--- src/hw/rtl/hdu_pkg.sv ---
package hdu_pkg;

  // Fixed character format
  localparam int DATA_BITS = 8;
  localparam int FRAME_W   = 11;
  localparam int IDX_W     = 4;
  localparam int PERIOD_W  = 16;

  // Configuration port
  localparam int CFG_IDX_W  = 2;
  localparam int CFG_DATA_W = 16;
  localparam logic [CFG_IDX_W-1:0] CFG_BIT_PERIOD  = 2'd0;
  localparam logic [CFG_IDX_W-1:0] CFG_PARITY_MODE = 2'd1;

  localparam logic [PERIOD_W-1:0] BIT_PERIOD_RST = 16'd104;
  // floor(104 * 6 / 5)
  localparam logic [PERIOD_W-1:0] START_CMP_RST  = 16'd124;

  // Parity modes
  localparam logic [1:0] PAR_NONE = 2'd0;
  localparam logic [1:0] PAR_ODD  = 2'd1;
  localparam logic [1:0] PAR_EVEN = 2'd2;

  // Request kinds
  localparam logic REQ_TICK = 1'b0;
  localparam logic REQ_SEND = 1'b1;

  // Register settings as seen by the core
  typedef struct packed {
    logic [PERIOD_W-1:0] bit_period;
    logic [PERIOD_W-1:0] start_cmp;   // saturated 1.2 bit periods
    logic [1:0]          parity_mode;
    logic                load_cmp;    // registered strobe of a bit period write
  } cfg_t;

  // One result
  typedef struct packed {
    logic                 tx_level;
    logic                 rx_valid;
    logic [DATA_BITS-1:0] rx_data;
    logic                 parity_error;
    logic                 send_accepted;
    logic                 rx_active;
    logic                 tx_active;
  } result_t;

  function automatic logic parity_on(input logic [1:0] mode);
    return (mode == PAR_ODD) || (mode == PAR_EVEN);
  endfunction

endpackage

--- src/hw/rtl/hdu_cfg.sv ---
module hdu_cfg
  import hdu_pkg::*;
(
  input  logic                  clk,
  input  logic                  rst_n,
  input  logic                  cfg_valid,
  output logic                  cfg_ready,
  input  logic [CFG_IDX_W-1:0]  cfg_index,
  input  logic [CFG_DATA_W-1:0] cfg_wdata,
  output cfg_t                  cfg
);

  logic [PERIOD_W-1:0] bit_period_r;
  logic [PERIOD_W-1:0] start_cmp_r;
  logic [PERIOD_W-1:0] start_cmp_nxt;
  logic [1:0]          parity_mode_r;
  logic                load_cmp_r;
  logic                wr_period;
  logic [31:0]         fifth_prod;
  logic [PERIOD_W:0]   start_sum;

  assign cfg_ready = 1'b1;
  assign wr_period = cfg_valid && (cfg_index == CFG_BIT_PERIOD);

  // 1.2 periods = p + p/5; p/5 by reciprocal, exact for 16-bit p
  always_comb begin
    fifth_prod = cfg_wdata * 32'd52429;
    start_sum  = {1'b0, cfg_wdata} + {3'b000, fifth_prod[31:18]};
    start_cmp_nxt = start_sum[PERIOD_W] ? {PERIOD_W{1'b1}} : start_sum[PERIOD_W-1:0];
  end

  always_ff @(posedge clk) begin
    if (!rst_n) begin
      bit_period_r  <= BIT_PERIOD_RST;
      start_cmp_r   <= START_CMP_RST;
      parity_mode_r <= PAR_NONE;
      load_cmp_r    <= 1'b0;
    end else begin
      load_cmp_r <= 1'b0;
      if (wr_period) begin
        bit_period_r <= cfg_wdata;
        start_cmp_r  <= start_cmp_nxt;
        load_cmp_r   <= 1'b1;
      end
      if (cfg_valid && (cfg_index == CFG_PARITY_MODE)) begin
        parity_mode_r <= cfg_wdata[1:0];
      end
    end
  end

  assign cfg.bit_period  = bit_period_r;
  assign cfg.start_cmp   = start_cmp_r;
  assign cfg.parity_mode = parity_mode_r;
  assign cfg.load_cmp    = load_cmp_r;

endmodule

--- src/hw/rtl/hdu_core.sv ---
module hdu_core
  import hdu_pkg::*;
(
  input  logic                 clk,
  input  logic                 rst_n,
  input  cfg_t                 cfg,
  input  logic                 accept,
  input  logic                 req_type,
  input  logic                 rx_level,
  input  logic [DATA_BITS-1:0] tx_byte,
  output result_t              result
);

  logic [PERIOD_W-1:0]  tick_count_r, tick_count_nxt;
  logic [PERIOD_W-1:0]  compare_value_r, compare_value_nxt;
  logic                 last_rx_r, last_rx_nxt;
  logic                 receiving_r, receiving_nxt;
  logic [IDX_W-1:0]     rx_idx_r, rx_idx_nxt;
  logic [DATA_BITS-1:0] rx_shift_r, rx_shift_nxt;
  logic                 rx_par_r, rx_par_nxt;
  logic                 rx_bad_r, rx_bad_nxt;
  logic [FRAME_W-1:0]   tx_frame_r, tx_frame_nxt;
  logic [IDX_W-1:0]     tx_idx_r, tx_idx_nxt;
  logic                 tx_line_r, tx_line_nxt;

  logic                 par_en;
  logic                 byte_par;
  logic [PERIOD_W-1:0]  compare_cur;
  logic [PERIOD_W:0]    tick_sum;
  logic                 strobe;
  logic                 bad;
  logic [IDX_W-1:0]     rx_last;
  logic [IDX_W-1:0]     tx_last;

  // Next state for one request
  always_comb begin
    // a period written last cycle is already in force for this request
    compare_cur       = cfg.load_cmp ? cfg.bit_period : compare_value_r;

    tick_count_nxt    = tick_count_r;
    compare_value_nxt = compare_cur;
    last_rx_nxt       = last_rx_r;
    receiving_nxt     = receiving_r;
    rx_idx_nxt        = rx_idx_r;
    rx_shift_nxt      = rx_shift_r;
    rx_par_nxt        = rx_par_r;
    rx_bad_nxt        = rx_bad_r;
    tx_frame_nxt      = tx_frame_r;
    tx_idx_nxt        = tx_idx_r;
    tx_line_nxt       = tx_line_r;

    result.rx_valid      = 1'b0;
    result.rx_data       = '0;
    result.parity_error  = 1'b0;
    result.send_accepted = 1'b0;

    par_en   = parity_on(cfg.parity_mode);
    byte_par = ^tx_byte;
    tick_sum = {1'b0, tick_count_r} + {{PERIOD_W{1'b0}}, 1'b1};
    strobe   = 1'b0;
    bad      = 1'b0;
    rx_last  = par_en ? IDX_W'(DATA_BITS + 1) : IDX_W'(DATA_BITS);
    tx_last  = par_en ? IDX_W'(DATA_BITS + 2) : IDX_W'(DATA_BITS + 1);

    if (req_type == REQ_SEND) begin
      // send: only when the line is idle both ways
      if (!receiving_r && (tx_frame_r == '0)) begin
        if (cfg.parity_mode == PAR_ODD) begin
          tx_frame_nxt = {1'b1, ~byte_par, tx_byte, 1'b0};
        end else if (cfg.parity_mode == PAR_EVEN) begin
          tx_frame_nxt = {1'b1, byte_par, tx_byte, 1'b0};
        end else begin
          tx_frame_nxt = {2'b01, tx_byte, 1'b0};
        end
        tx_idx_nxt           = '0;
        result.send_accepted = 1'b1;
      end
    end else if (!receiving_r && last_rx_r && !rx_level) begin
      // start edge: abort transmit, aim first sample 1.2 bits on
      tx_line_nxt       = 1'b1;
      rx_shift_nxt      = '0;
      rx_idx_nxt        = '0;
      rx_par_nxt        = 1'b1;
      rx_bad_nxt        = 1'b0;
      receiving_nxt     = 1'b1;
      tx_idx_nxt        = '0;
      tx_frame_nxt      = '0;
      tick_count_nxt    = '0;
      compare_value_nxt = cfg.start_cmp;
      last_rx_nxt       = rx_level;
    end else begin
      // bit timer
      if (tick_sum >= {1'b0, compare_cur}) begin
        tick_count_nxt = '0;
        strobe         = 1'b1;
      end else begin
        tick_count_nxt = tick_sum[PERIOD_W-1:0];
      end
      last_rx_nxt = rx_level;

      if (strobe && receiving_r) begin
        if (rx_idx_r < IDX_W'(DATA_BITS)) begin
          if (rx_level) begin
            rx_shift_nxt[rx_idx_r[2:0]] = 1'b1;
            rx_par_nxt                  = ~rx_par_r;
          end
        end else if (par_en && (rx_idx_r == IDX_W'(DATA_BITS))) begin
          bad = (cfg.parity_mode == PAR_ODD) ? (rx_level != rx_par_r)
                                             : (rx_level == rx_par_r);
          if (bad) begin
            rx_shift_nxt = '0;
            rx_bad_nxt   = 1'b1;
          end
        end else if (rx_idx_r >= rx_last) begin
          receiving_nxt       = 1'b0;
          result.rx_valid     = 1'b1;
          result.rx_data      = rx_shift_r;
          result.parity_error = rx_bad_r;
        end
        if (rx_idx_r == '0) begin
          compare_value_nxt = cfg.bit_period;
        end
        if (rx_idx_r != {IDX_W{1'b1}}) begin
          rx_idx_nxt = rx_idx_r + IDX_W'(1);
        end
      end else if (strobe && (tx_frame_r != '0)) begin
        // drive next frame bit
        tx_line_nxt = (tx_idx_r < IDX_W'(FRAME_W)) ? tx_frame_r[tx_idx_r] : 1'b0;
        tx_idx_nxt  = tx_idx_r + IDX_W'(1);
        if (tx_idx_nxt > tx_last) begin
          tx_idx_nxt   = '0;
          tx_frame_nxt = '0;
        end
      end
    end

    result.tx_level  = tx_line_nxt;
    result.rx_active = receiving_nxt;
    result.tx_active = (tx_frame_nxt != '0);
  end

  // State registers
  always_ff @(posedge clk) begin
    if (!rst_n) begin
      tick_count_r    <= '0;
      compare_value_r <= BIT_PERIOD_RST;
      last_rx_r       <= 1'b1;
      receiving_r     <= 1'b0;
      rx_idx_r        <= '0;
      rx_shift_r      <= '0;
      rx_par_r        <= 1'b1;
      rx_bad_r        <= 1'b0;
      tx_frame_r      <= '0;
      tx_idx_r        <= '0;
      tx_line_r       <= 1'b1;
    end else if (accept) begin
      tick_count_r    <= tick_count_nxt;
      compare_value_r <= compare_value_nxt;
      last_rx_r       <= last_rx_nxt;
      receiving_r     <= receiving_nxt;
      rx_idx_r        <= rx_idx_nxt;
      rx_shift_r      <= rx_shift_nxt;
      rx_par_r        <= rx_par_nxt;
      rx_bad_r        <= rx_bad_nxt;
      tx_frame_r      <= tx_frame_nxt;
      tx_idx_r        <= tx_idx_nxt;
      tx_line_r       <= tx_line_nxt;
    end else if (cfg.load_cmp) begin
      compare_value_r <= cfg.bit_period;
    end
  end

endmodule

--- src/hw/rtl/hdu_out_reg.sv ---
module hdu_out_reg
  import hdu_pkg::*;
(
  input  logic    clk,
  input  logic    rst_n,
  input  logic    accept,
  input  result_t result,
  input  logic    out_stall,
  output logic    out_valid,
  output logic    hold,
  output result_t out_result
);

  logic    valid_r, valid_nxt;
  result_t data_r;

  // full and stalled: upstream must wait
  assign hold      = valid_r && out_stall;
  assign valid_nxt = accept || hold;

  always_ff @(posedge clk) begin
    if (!rst_n) begin
      valid_r <= 1'b0;
    end else begin
      valid_r <= valid_nxt;
    end
  end

  always_ff @(posedge clk) begin
    if (accept) begin
      data_r <= result;
    end
  end

  assign out_valid  = valid_r;
  assign out_result = data_r;

endmodule

--- src/hw/rtl/half_duplex_uart_with_parity.sv ---
// Half-duplex 8-bit UART, LSB first, with none, odd or even parity. Each input
// request is either one base-clock tick carrying the sampled rx level or a
// request to send a byte; every request gives exactly one result, registered,
// in the cycle after it is taken. One request is taken per cycle whenever the
// result register is empty or being drained; a stalled result holds the input
// off. The bit timer, receiver and transmitter all update as each request is
// taken. The 1.2 bit-period start delay is worked out when bit_period is
// written, so it costs nothing at run time. Configuration writes are always
// ready and should be made while no request is in flight.
module half_duplex_uart_with_parity
  import hdu_pkg::*;
(
  input  logic                  clk,
  input  logic                  rst_n,
  // requests
  input  logic                  in_valid,
  output logic                  in_stall,
  input  logic                  in_req_type,
  input  logic                  in_rx_level,
  input  logic [DATA_BITS-1:0]  in_tx_byte,
  // results
  output logic                  out_valid,
  input  logic                  out_stall,
  output logic                  out_tx_level,
  output logic                  out_rx_valid,
  output logic [DATA_BITS-1:0]  out_rx_data,
  output logic                  out_parity_error,
  output logic                  out_send_accepted,
  output logic                  out_rx_active,
  output logic                  out_tx_active,
  // register writes
  input  logic                  cfg_valid,
  output logic                  cfg_ready,
  input  logic [CFG_IDX_W-1:0]  cfg_index,
  input  logic [CFG_DATA_W-1:0] cfg_wdata
);

  cfg_t    cfg;
  result_t result;
  result_t out_result;
  logic    hold;
  logic    accept;

  assign in_stall = hold;
  assign accept   = in_valid && !hold;

  hdu_cfg u_cfg (
    .clk       (clk),
    .rst_n     (rst_n),
    .cfg_valid (cfg_valid),
    .cfg_ready (cfg_ready),
    .cfg_index (cfg_index),
    .cfg_wdata (cfg_wdata),
    .cfg       (cfg)
  );

  hdu_core u_core (
    .clk      (clk),
    .rst_n    (rst_n),
    .cfg      (cfg),
    .accept   (accept),
    .req_type (in_req_type),
    .rx_level (in_rx_level),
    .tx_byte  (in_tx_byte),
    .result   (result)
  );

  hdu_out_reg u_out (
    .clk        (clk),
    .rst_n      (rst_n),
    .accept     (accept),
    .result     (result),
    .out_stall  (out_stall),
    .out_valid  (out_valid),
    .hold       (hold),
    .out_result (out_result)
  );

  assign out_tx_level      = out_result.tx_level;
  assign out_rx_valid      = out_result.rx_valid;
  assign out_rx_data       = out_result.rx_data;
  assign out_parity_error  = out_result.parity_error;
  assign out_send_accepted = out_result.send_accepted;
  assign out_rx_active     = out_result.rx_active;
  assign out_tx_active     = out_result.tx_active;

endmodule
--- config.mk ---
export PLATFORM = sky130hd
export DESIGN_NAME = half_duplex_uart_with_parity
export DESIGN_NICKNAME = d
export VERILOG_FILES = /design/src/hw/rtl/hdu_pkg.sv /design/src/hw/rtl/hdu_cfg.sv /design/src/hw/rtl/hdu_core.sv /design/src/hw/rtl/hdu_out_reg.sv /design/src/hw/rtl/half_duplex_uart_with_parity.sv
export SDC_FILE = /design/constraint.sdc
export NUM_CORES = 1
export LEC_CHECK = 0
export ABC_AREA = 1
export BUFFER_PORTS_ARGS = -buffer_cell sky130_fd_sc_hd__clkbuf_2
export CAP_MARGIN = 25
export CORE_ASPECT_RATIO = 0.6
export CORE_MARGIN = 3
export CORE_UTILIZATION = 40
export CTS_BUF_LIST = sky130_fd_sc_hd__clkbuf_16
export DETAILED_ROUTE_END_ITERATION = 7
export RECOVER_POWER = 50
export SYNTH_ARGS = -nofsm -noshare
export SYNTH_HDL_FRONTEND = slang
export SYNTH_SLANG_ARGS = --single-unit
--- constraint.sdc ---
create_clock -name clk -period 8.3 [get_ports clk]
set_clock_uncertainty 0.05 [all_clocks]
set_input_delay 0 -clock clk [delete_from_list [all_inputs] [get_ports clk]]
set_output_delay 0 -clock clk [all_outputs]
set_load 0.05 [all_outputs]
==> impl_metrics.env, run 1 <==
export IMPL_critPathKind="in2reg"
export IMPL_antenna_found_initial=0
export IMPL_slew_headroom_pct=-17.3
export IMPL_status="complete, but fails checks"
export IMPL_rsz0062_at_grt="no"
export IMPL_drt_pass1_iterations=5
export IMPL_synth_edf_count=14
export IMPL_min_path_type="in2reg"
export IMPL_post_dp_cell_area_sq_mm=0.0125
export IMPL_wl_microns=36000
export IMPL_grtUsageMet2_pct=26.9
export IMPL_port_buffers=48
export IMPL_num_io_pins=50
export IMPL_grt_start_max_net_pins=59
export IMPL_netlist_area_sq_mm=0.0119
export IMPL_stdcell_area_sq_mm=0.0132
export IMPL_whs_endpoint="u_core.tx_frame_r[2]"
export IMPL_cts_root_buffer="clkbuf_16"
export IMPL_rr_startpoint="u_core.tick_count_r[2]"
export IMPL_use_met3_pct=9.21
export IMPL_slowest_delay_ns=0.59
export IMPL_ys_types=54
export IMPL_reg2reg_setup_slack_ns=3.89
export IMPL_crit_family="adder cells"
export IMPL_die_height_microns=139
export IMPL_cts_resized=0
export IMPL_cts_buffers=17
export IMPL_finalCriticalPeriod_ns=7.59
export IMPL_arrival_ns=7.85
export IMPL_yosys_top_cells_count="323 x inv_1, 287 x nand2_1, 171 x ha_1"
export IMPL_h_tree_depth=4
export IMPL_fp_coreArea_sq_mm=0.0290
export IMPL_detail_route_antenna_nets=0
export IMPL_worst_hold_slack_ns=0.0274
export IMPL_std_cell_rows=48
export IMPL_syn_avg_cell_area_sq_um=7.53
export IMPL_synth_area_leaders="ha_1 18%, dfxtp_1 17%, fa_1 13%"
export IMPL_via_count=10600
export IMPL_post_cts_buffers=0
export IMPL_grt_pass1_wl_microns=57000
export IMPL_cts_hold_buf=12
export IMPL_syn_nets=1862
export IMPL_cpMaxStageDelayCell="fa_1"
export IMPL_cp_num_buf_inv=8
export IMPL_drc=0
export IMPL_worstPathRequired_ns=8.56
export IMPL_drt_initial_drc_count=1171
export IMPL_crit_path_start_kind="input port"
export IMPL_cts_path_max_buffers=2
export IMPL_busiest_layer="met1"
export IMPL_tightest_slew_ns=1.76
export IMPL_fmax_mhz=132
export IMPL_diodes=0
export IMPL_ys_flop_type="dfxtp_1"
export IMPL_synth_seq_cells=114
export IMPL_grt_ovfl_total=0
export IMPL_synth_most_common_cell="inv_1"
export IMPL_max_cap_violations=2
export IMPL_gp_congestion=0.978
export IMPL_synth_largest_area_cell="ha_1"
export IMPL_layoutNonFillerInstCount=2042
export IMPL_yosysSeqAreaShare_pct=20.4
export IMPL_start_util_pct=41.0
export IMPL_hold_start="in_tx_byte[1]"
export IMPL_cts_tree="done"
export IMPL_cts_clk_slew_worst_paths_ns=0.06
export IMPL_grt_util_all_layers_pct=23.0
export IMPL_synthCells=1578
export IMPL_grt_pass1_vias=10100
export IMPL_crit_fanout=8
export IMPL_via_per_inst=5.17
export IMPL_hold_viol_final=0
export IMPL_cts_sinks=114
export IMPL_worstSkewPairLatency_ns=0.42
export IMPL_min_path_cells=7
export IMPL_end_kind="flip-flop"
export IMPL_reg2reg_to="u_core.compare_value_r[8]"
export IMPL_violations="max-capacitance violations, max-slew violations"
export IMPL_layout_drive_gt1_share_pct=5.60
export IMPL_nets=1913
export IMPL_maxSlewViolCount=77
export IMPL_yosysWarnings=0
export IMPL_hpwl_microns=29700
export IMPL_avgRoutedWirePerCell_microns=17.6
export IMPL_fin_tns_setup_ns=0
export IMPL_period_share_pct=91.4
export IMPL_synthArstFlopShare_pct=0
export IMPL_crit_path_frequent_cell="inv_1"
export IMPL_dpl_cell_count=1998
export IMPL_gr_usage_met1_pct=38.0
export IMPL_die_area_sq_mm=0.0319
export IMPL_die_width_microns=228
export IMPL_setup_violations=0
export IMPL_area_delta_synth_final_pct=11.0
export IMPL_netlist_area_leader_share_pct=18.0
export IMPL_reg2regPathDepth=22
[kinds of logic after synthesis]
| logic type | Yosys count | synth area share [%] |
|---|---|---|
| AND/OR/NAND/NOR | 483 | 17.6 |
| buffers and inverters | 368 | 11.9 |
| AO/OA/AOI/OAI | 310 | 14.8 |
| adder cells (fa/ha/maj) | 251 | 31.5 |
| flip-flops | 114 | 20.4 |
| XOR/XNOR | 51 | 3.76 |
| other | 1 | 0.0316 |
[placed cells by master, fill, tap and decap left out, types with 3 or more instances in the layout]
| cell | synthesis | layout |
|---|---|---|
| xnor2_1 | 23 | 23 |
| nand3_1 | 45 | 45 |
| xor2_1 | 28 | 28 |
| clkbuf_1 | 23 | 19 |
| edfxtp_1 | 14 | 14 |
| inv_1 | 323 | 326 |
| o211ai_1 | 22 | 22 |
| a31oi_1 | 6 | 6 |
| nor2_1 | 84 | 86 |
| clkbuf_2 | 0 | 31 |
| fa_1 | 80 | 80 |
| buf_4 | 4 | 6 |
| o21ai_0 | 90 | 90 |
| a21oi_1 | 150 | 153 |
| ha_1 | 171 | 171 |
| nor4_1 | 5 | 5 |
| inv_2 | 8 | 4 |
| clkinvlp_4 | 0 | 5 |
| o31ai_1 | 3 | 3 |
| a21oi_2 | 11 | 8 |
| nor3_1 | 18 | 19 |
| nand4_1 | 17 | 17 |
| clkinv_1 | 1 | 4 |
| nor2_4 | 3 | 3 |
| clkbuf_16 | 0 | 17 |
| nand2_1 | 287 | 292 |
| bufinv_16 | 0 | 5 |
| dfxtp_1 | 100 | 100 |
| a21o_1 | 6 | 6 |
| a221oi_1 | 6 | 6 |
| dlygate4sd3_1 | 0 | 12 |
| o21bai_1 | 3 | 3 |
[sequential cells by signal, indices dropped and copies added, names as in the netlist, 2 cells and up]
name                    count
u_core.rx_idx_r             4
u_cfg.parity_mode_r         2
u_cfg.bit_period_r         16
u_cfg.start_cmp_r          16
u_core.tx_idx_r             4
u_core.compare_value_r     16
u_core.rx_shift_r           8
u_out.out_result           14
u_core.tick_count_r        16
u_core.tx_frame_r          11
[how the worst max path moves through the flow]
stage                      start                   end  slack [ns]  depth (start not counted)
detailed placement  cfg_wdata[7]  u_cfg.start_cmp_r[1]        0.88                         31
floorplan           cfg_wdata[7]  u_cfg.start_cmp_r[1]        2.19                         30
global placement    cfg_wdata[7]  u_cfg.start_cmp_r[1]        1.08                         31
finish              cfg_wdata[6]  u_cfg.start_cmp_r[1]        0.71                         29
global route        cfg_wdata[6]  u_cfg.start_cmp_r[1]         0.1                         32
CTS                 cfg_wdata[6]  u_cfg.start_cmp_r[1]        0.89                         32
[metal layers]
layer	routed length (microns)	vias to the layer above
met1	19500	4965
li1	-	5187
met5	0	-
met3	4350	18
met2	12000	381
met4	182	0
[layout make-up]
cell class                 count  area [sq um]
clock buffer                  17           425
tap                          400           500
multi-input combinational   1096          7980
sequential                   114          2420
inverter                     332          1250
timing repair buffer          68           392
fill                        2933         15800
clock inverter                15           214
[worst min-delay path, cell delays in order]
cell	delay (ns)
clkbuf_2	0.10
nand2_1	0.05
o21ai_0	0.06
a21oi_1	0.06
nand2_1	0.06
o211ai_1	0.07
inv_1	0.05
[through the flow]
step / setup slack, ns / utilization [%]
2_1_floorplan: 2.19 / -
3_3_place_gp: 1.08 / 43.1
3_5_place_dp: 0.882 / 43.1
4_1_cts: 0.889 / 45.8
5_1_grt: 0.0994 / 45.4
6_report: 0.711 / 45.4
Power of run 1 is not shown: default switching activity piles up to over one toggle a cycle in this logic, so the estimate is an artifact.
==> run 2, diff against run 1 <==
- CORE_UTILIZATION: 40 -> 25
- CTS_CLUSTER_SIZE: not set -> 20
==> impl_metrics.env, run 2 (synthesized netlist as in run 1, its figures left out) <==
export IMPL_cts_buffers=17
export IMPL_critPathKind="in2reg"
export IMPL_cts_tree="done"
export IMPL_hold_viol_final=1
export IMPL_fp_coreArea_sq_mm=0.0466
export IMPL_nets=1910
export IMPL_cpMaxStageDelayCell="fa_1"
export IMPL_worst_hold_slack_ns=-0.00309
export IMPL_rr_startpoint="u_core.tick_count_r[2]"
export IMPL_die_area_sq_mm=0.0503
export IMPL_worstPathRequired_ns=8.60
export IMPL_reg2regPathDepth=22
export IMPL_min_path_type="in2reg"
export IMPL_cts_root_buffer="clkbuf_16"
export IMPL_final_common_cell="inv_1"
export IMPL_hold_start="cfg_wdata[15]"
export IMPL_die_width_microns=287
export IMPL_antenna_found_initial=0
export IMPL_slew_headroom_pct=-90.9
export IMPL_end_kind="flip-flop"
export IMPL_diodes=0
export IMPL_crit_fanout=7
export IMPL_layout_drive_gt1_share_pct=5.37
export IMPL_crit_path_start_kind="input port"
export IMPL_max_cap_violations=3
export IMPL_cts_path_max_buffers=2
export IMPL_violations="negative hold slack, max-capacitance violations, max-slew violations"
export IMPL_min_path_cells=3
export IMPL_fillerInstances=5013
export IMPL_via_count=10500
export IMPL_grt_util_all_layers_pct=14.7
export IMPL_grt_pass1_wl_microns=57300
export IMPL_fin_tns_setup_ns=0
export IMPL_hpwl_microns=29700
export IMPL_port_buffers=48
export IMPL_arrival_ns=7.87
export IMPL_maxSlewViolCount=136
export IMPL_cts_clk_slew_worst_paths_ns=0.05
export IMPL_reg2reg_to="u_core.compare_value_r[9]"
export IMPL_ff_latch_area_sq_mm=0.00242
export IMPL_post_cts_buffers=0
export IMPL_setup_violations=0
export IMPL_worstSkewPairLatency_ns=0.42
export IMPL_whs_endpoint="u_cfg.start_cmp_r[15]"
export IMPL_drc=0
export IMPL_grt_pass1_vias=10100
export IMPL_cts_resized=0
export IMPL_crit_path_frequent_cell="inv_1"
export IMPL_cts_hold_buf=12
export IMPL_tightest_slew_ns=2.86
export IMPL_drt_initial_drc_count=956
export IMPL_grt_start_max_net_pins=59
export IMPL_drt_pass1_iterations=5
export IMPL_most_common_layout_cells="329 x inv_1, 289 x nand2_1, 171 x ha_1"
export IMPL_grt_ovfl_total=0
export IMPL_cts_sinks=114
export IMPL_detail_route_antenna_nets=0
export IMPL_multiInputGateArea_sq_mm=0.00799
export IMPL_num_io_pins=50
export IMPL_die_height_microns=175
export IMPL_rsz0062_at_grt="no"
export IMPL_gp_congestion=1.00
export IMPL_std_cell_rows=61
export IMPL_start_util_pct=25.5
export IMPL_finalCriticalPeriod_ns=7.57
export IMPL_period_share_pct=91.2
export IMPL_reg2reg_setup_slack_ns=3.92
export IMPL_area_delta_synth_final_pct=12.7
export IMPL_status="complete, but fails checks"
export IMPL_avgRoutedWirePerCell_microns=16.0
export IMPL_wl_microns=36200
export IMPL_fmax_mhz=132
export IMPL_via_per_inst=4.63
export IMPL_h_tree_depth=4
export IMPL_slowest_delay_ns=0.55
run 2: layout make-up:
class	instances	area share, %
multi-input combinational	1096	59.7
sequential	114	18.1
inverter	332	9.31
tap	630	5.89
clock buffer	17	3.18
timing repair buffer	65	2.73
clock inverter	15	1.08
run 2: how the worst max path moves through the flow:
stage                            start                    to  cells past startpoint
final                     cfg_wdata[3]  u_cfg.start_cmp_r[1]                     33
after floorplan           cfg_wdata[7]  u_cfg.start_cmp_r[1]                     30
after global placement    cfg_wdata[7]  u_cfg.start_cmp_r[1]                     32
after global routing      cfg_wdata[3]  u_cfg.start_cmp_r[1]                     33
after detailed placement  cfg_wdata[7]  u_cfg.start_cmp_r[1]                     32
after CTS                 cfg_wdata[3]  u_cfg.start_cmp_r[1]                     33
run 2: metrics by stage:
stage / hold WS, ns / util, % / setup slack (ns) / cell area [sq um] / cells
2_1_floorplan: 0.0776 / - / 2.19 / 11900 / 1578
3_3_place_gp: 0.218 / 27.4 / 1.13 / 12800 / 2225
3_5_place_dp: 0.228 / 27.4 / 1.01 / 12800 / 2225
4_1_cts: 0.00243 / 28.9 / 0.943 / 13500 / 2269
5_1_grt: 0.0128 / 28.7 / 0.199 / 13400 / 2269
6_report: -0.00309 / 28.7 / 0.734 / 13400 / 2269
run 2: worst max-delay path, delay by kind of cell:
family	cells	cell delay, ns
compound gates	4	0.68
xor+xnor	1	0.30
fa+ha+maj	9	3.97
buf+inv	10	1.47
simple gates	9	1.45
run 2: metal layers:
metal  vias up  share of wire (%)  wire, microns  global-route usage [%]
met2       331                 36          13000                    18.6
met3        23                9.4           3410                    4.43
li1       5175                  -              -                       -
met5         -                  0              0                       0
met4         0               0.76            274                    2.14
met1      4974                 54          19600                    23.9
Power of run 2 is left out for the same reason.
==> run 3, diff against run 2 <==
- ABC_AREA: 1 -> not set
- HOLD_SLACK_MARGIN: not set -> 0.12
- clock period: 8.3 -> 9.75 ns (I/O delays scaled with it)
==> impl_metrics.env, run 3 <==
export IMPL_status="complete, but fails checks"
export IMPL_violations="max-capacitance violations, max-slew violations"
export IMPL_crit_fanout=9
export IMPL_die_width_microns=278
export IMPL_num_io_pins=50
export IMPL_drt_initial_drc_count=615
export IMPL_cts_path_max_buffers=2
export IMPL_grtUsageMet2_pct=18.4
export IMPL_die_height_microns=169
export IMPL_period_share_pct=81.2
export IMPL_fin_ws_ns=1.83
export IMPL_yosysSeqAreaShare_pct=21.9
export IMPL_via_count=8922
export IMPL_die_area_sq_mm=0.0469
export IMPL_syn_avg_cell_area_sq_um=8.84
export IMPL_yosysWarnings=0
export IMPL_max_cap_violations=4
export IMPL_rsz0062_at_grt="no"
export IMPL_hold_viol_final=0
export IMPL_drt_pass1_iterations=6
export IMPL_grt_ovfl_total=0
export IMPL_syn_nets=1535
export IMPL_detail_route_antenna_nets=0
export IMPL_most_common_layout_cells="200 x inv_1, 171 x ha_1, 100 x dfxtp_1"
export IMPL_setup_violations=0
export IMPL_min_path_cells=5
export IMPL_yosys_top_cells_count="199 x inv_1, 171 x ha_1, 100 x dfxtp_1"
export IMPL_cts_buffers=17
export IMPL_worstPathRequired_ns=9.99
export IMPL_synth_area_leaders="ha_1 19%, dfxtp_1 18%, fa_1 14%"
export IMPL_vdd_ir_drop_max_v=0.000400
export IMPL_synth_largest_area_cell="ha_1"
export IMPL_wl_microns=29900
export IMPL_netlist_area_leader_share_pct=19.3
export IMPL_std_cell_rows=59
export IMPL_min_path_type="in2reg"
export IMPL_end_kind="flip-flop"
export IMPL_slew_headroom_pct=-46.2
export IMPL_tightest_slew_ns=2.19
export IMPL_synth_seq_cells=114
export IMPL_avgRoutedWirePerCell_microns=15.6
export IMPL_gp_congestion=0.911
export IMPL_netlist_area_sq_mm=0.0111
export IMPL_pre_cts_slack_ns=2.09
export IMPL_synth_most_common_cell="inv_1"
export IMPL_gr_usage_met1_pct=19.5
export IMPL_total_power_mw=4.18
export IMPL_port_buffers=48
export IMPL_cts_clk_slew_worst_paths_ns=0.06
export IMPL_arrival_ns=8.16
export IMPL_ys_types=73
export IMPL_antenna_found_initial=0
export IMPL_reg2regPathDepth=14
export IMPL_finalCriticalPeriod_ns=7.92
export IMPL_drc=0
export IMPL_layout_drive_gt1_share_pct=7.21
export IMPL_fmax_mhz=126
export IMPL_via_per_inst=4.67
export IMPL_hpwl_microns=23500
export IMPL_power_density_mw_per_mm2=328
export IMPL_use_met3_pct=3.27
export IMPL_start_util_pct=25.4
export IMPL_fin_tns_setup_ns=0
export IMPL_grt_start_max_net_pins=47
export IMPL_post_cts_buffers=0
export IMPL_maxSlewViolCount=117
export IMPL_synth_edf_count=14
export IMPL_cts_sinks=114
export IMPL_h_tree_depth=4
export IMPL_grt_pass1_wl_microns=48400
export IMPL_worstSkewPairLatency_ns=0.43
export IMPL_synthCells=1251
export IMPL_grt_pass1_vias=8897
export IMPL_cts_resized=0
export IMPL_synthArstFlopShare_pct=0
export IMPL_fp_coreArea_sq_mm=0.0435
export IMPL_busiest_layer="met1"
export IMPL_ys_flop_type="dfxtp_1"
export IMPL_worst_hold_slack_ns=0.130
export IMPL_nets=1602
export IMPL_diodes=0
export IMPL_cts_tree="done"
export IMPL_critPathKind="in2reg"
export IMPL_grt_util_all_layers_pct=12.9
export IMPL_final_common_cell="inv_1"
export IMPL_crit_path_start_kind="input port"
export IMPL_p_leak_nw=5.82
export IMPL_cts_root_buffer="clkbuf_16"
export IMPL_area_delta_synth_final_pct=15.4
## run 3: cells by family after synthesis
group                      count (synthesis)  synth area share, %
and+or+nand+nor                          297                 12.8
adders and majority gates                251                 33.8
AOI/OAI and AO/OA                        255                 14.8
xor gates and xnor gates                  55                 4.35
buffers and inverters                    238                 8.27
other                                      1               0.0339
muxes                                     40                 4.03
DFF                                      114                 21.9
## run 3: power breakdown
group          leakage (nW)  total, mW  switching, mW  internal (mW)
combinational          4.57       3.03           1.74           1.29
sequential            0.949      0.517         0.0159          0.501
clock                 0.295      0.630          0.237          0.393
total                  5.82       4.18           1.99           2.19
## run 3: critical path, stage by stage
cell and delay, ns:
dlygate4sd3_1 0.56, clkbuf_2 0.23, ha_1 0.45, ha_1 0.32, inv_1 0.05, fa_1 0.59
inv_1 0.08, fa_1 0.51, fa_1 0.55, inv_1 0.07, fa_1 0.54, inv_1 0.07
ha_1 0.33, a211oi_1 0.39, o211ai_1 0.18, a311oi_1 0.36, o31ai_1 0.19, o211ai_1 0.18
nand2b_1 0.12, a211oi_1 0.24, nor2_1 0.09, ha_1 0.22, or3_1 0.42, o21ai_0 0.27
a21oi_1 0.16, o311a_1 0.49, nor2_2 0.35, a21oi_1 0.12
## run 3: repair_timing
item | CTS | global route
setup endpoints to repair | 0 | 0
endpoints found under the hold margin | 32 | 0
hold buffers | 33 | 0
## run 3: final timing paths
path,end,slack [ns],from
max,u_cfg.start_cmp_r[7],1.83,cfg_wdata[4]
max reg2reg,u_out.out_result[9],4.81,u_core.tick_count_r[2]
min reg2reg,u_core.rx_shift_r[3],0.41,u_core.rx_shift_r[3]
min,u_cfg.bit_period_r[15],0.13,cfg_index[1]
## run 3: area by class of cell
cell class	count	area (sq um)
Inverter	202	758
Tap cell	579	724
Clock buffer	18	450
Fill cell	4526	30700
Clock inverter	14	150
Multi-Input combinational cell	899	7700
Timing Repair Buffer	84	563
Sequential cell	114	2420
## run 3: per-layer routing
metal / wire length, microns / part of all wire (%) / up-vias
met5: 0 / 0 / -
met4: 274 / 0.92 / 0
met3: 1930 / 6.4 / 22
met2: 12100 / 40 / 230
met1: 15600 / 52 / 4269
li1: - / - / 4401
## run 3: through the flow
step / instance area [sq um] / util, % / instances
final: 12800 / 29.4 / 1910
after global routing: 12800 / 29.4 / 1910
after CTS: 12800 / 29.5 / 1910
after detailed placement: 11900 / 27.4 / 1845
after global placement: 11900 / 27.4 / 1845
after floorplan: 11100 / - / 1251
Power figures use the tool's default switching activity.
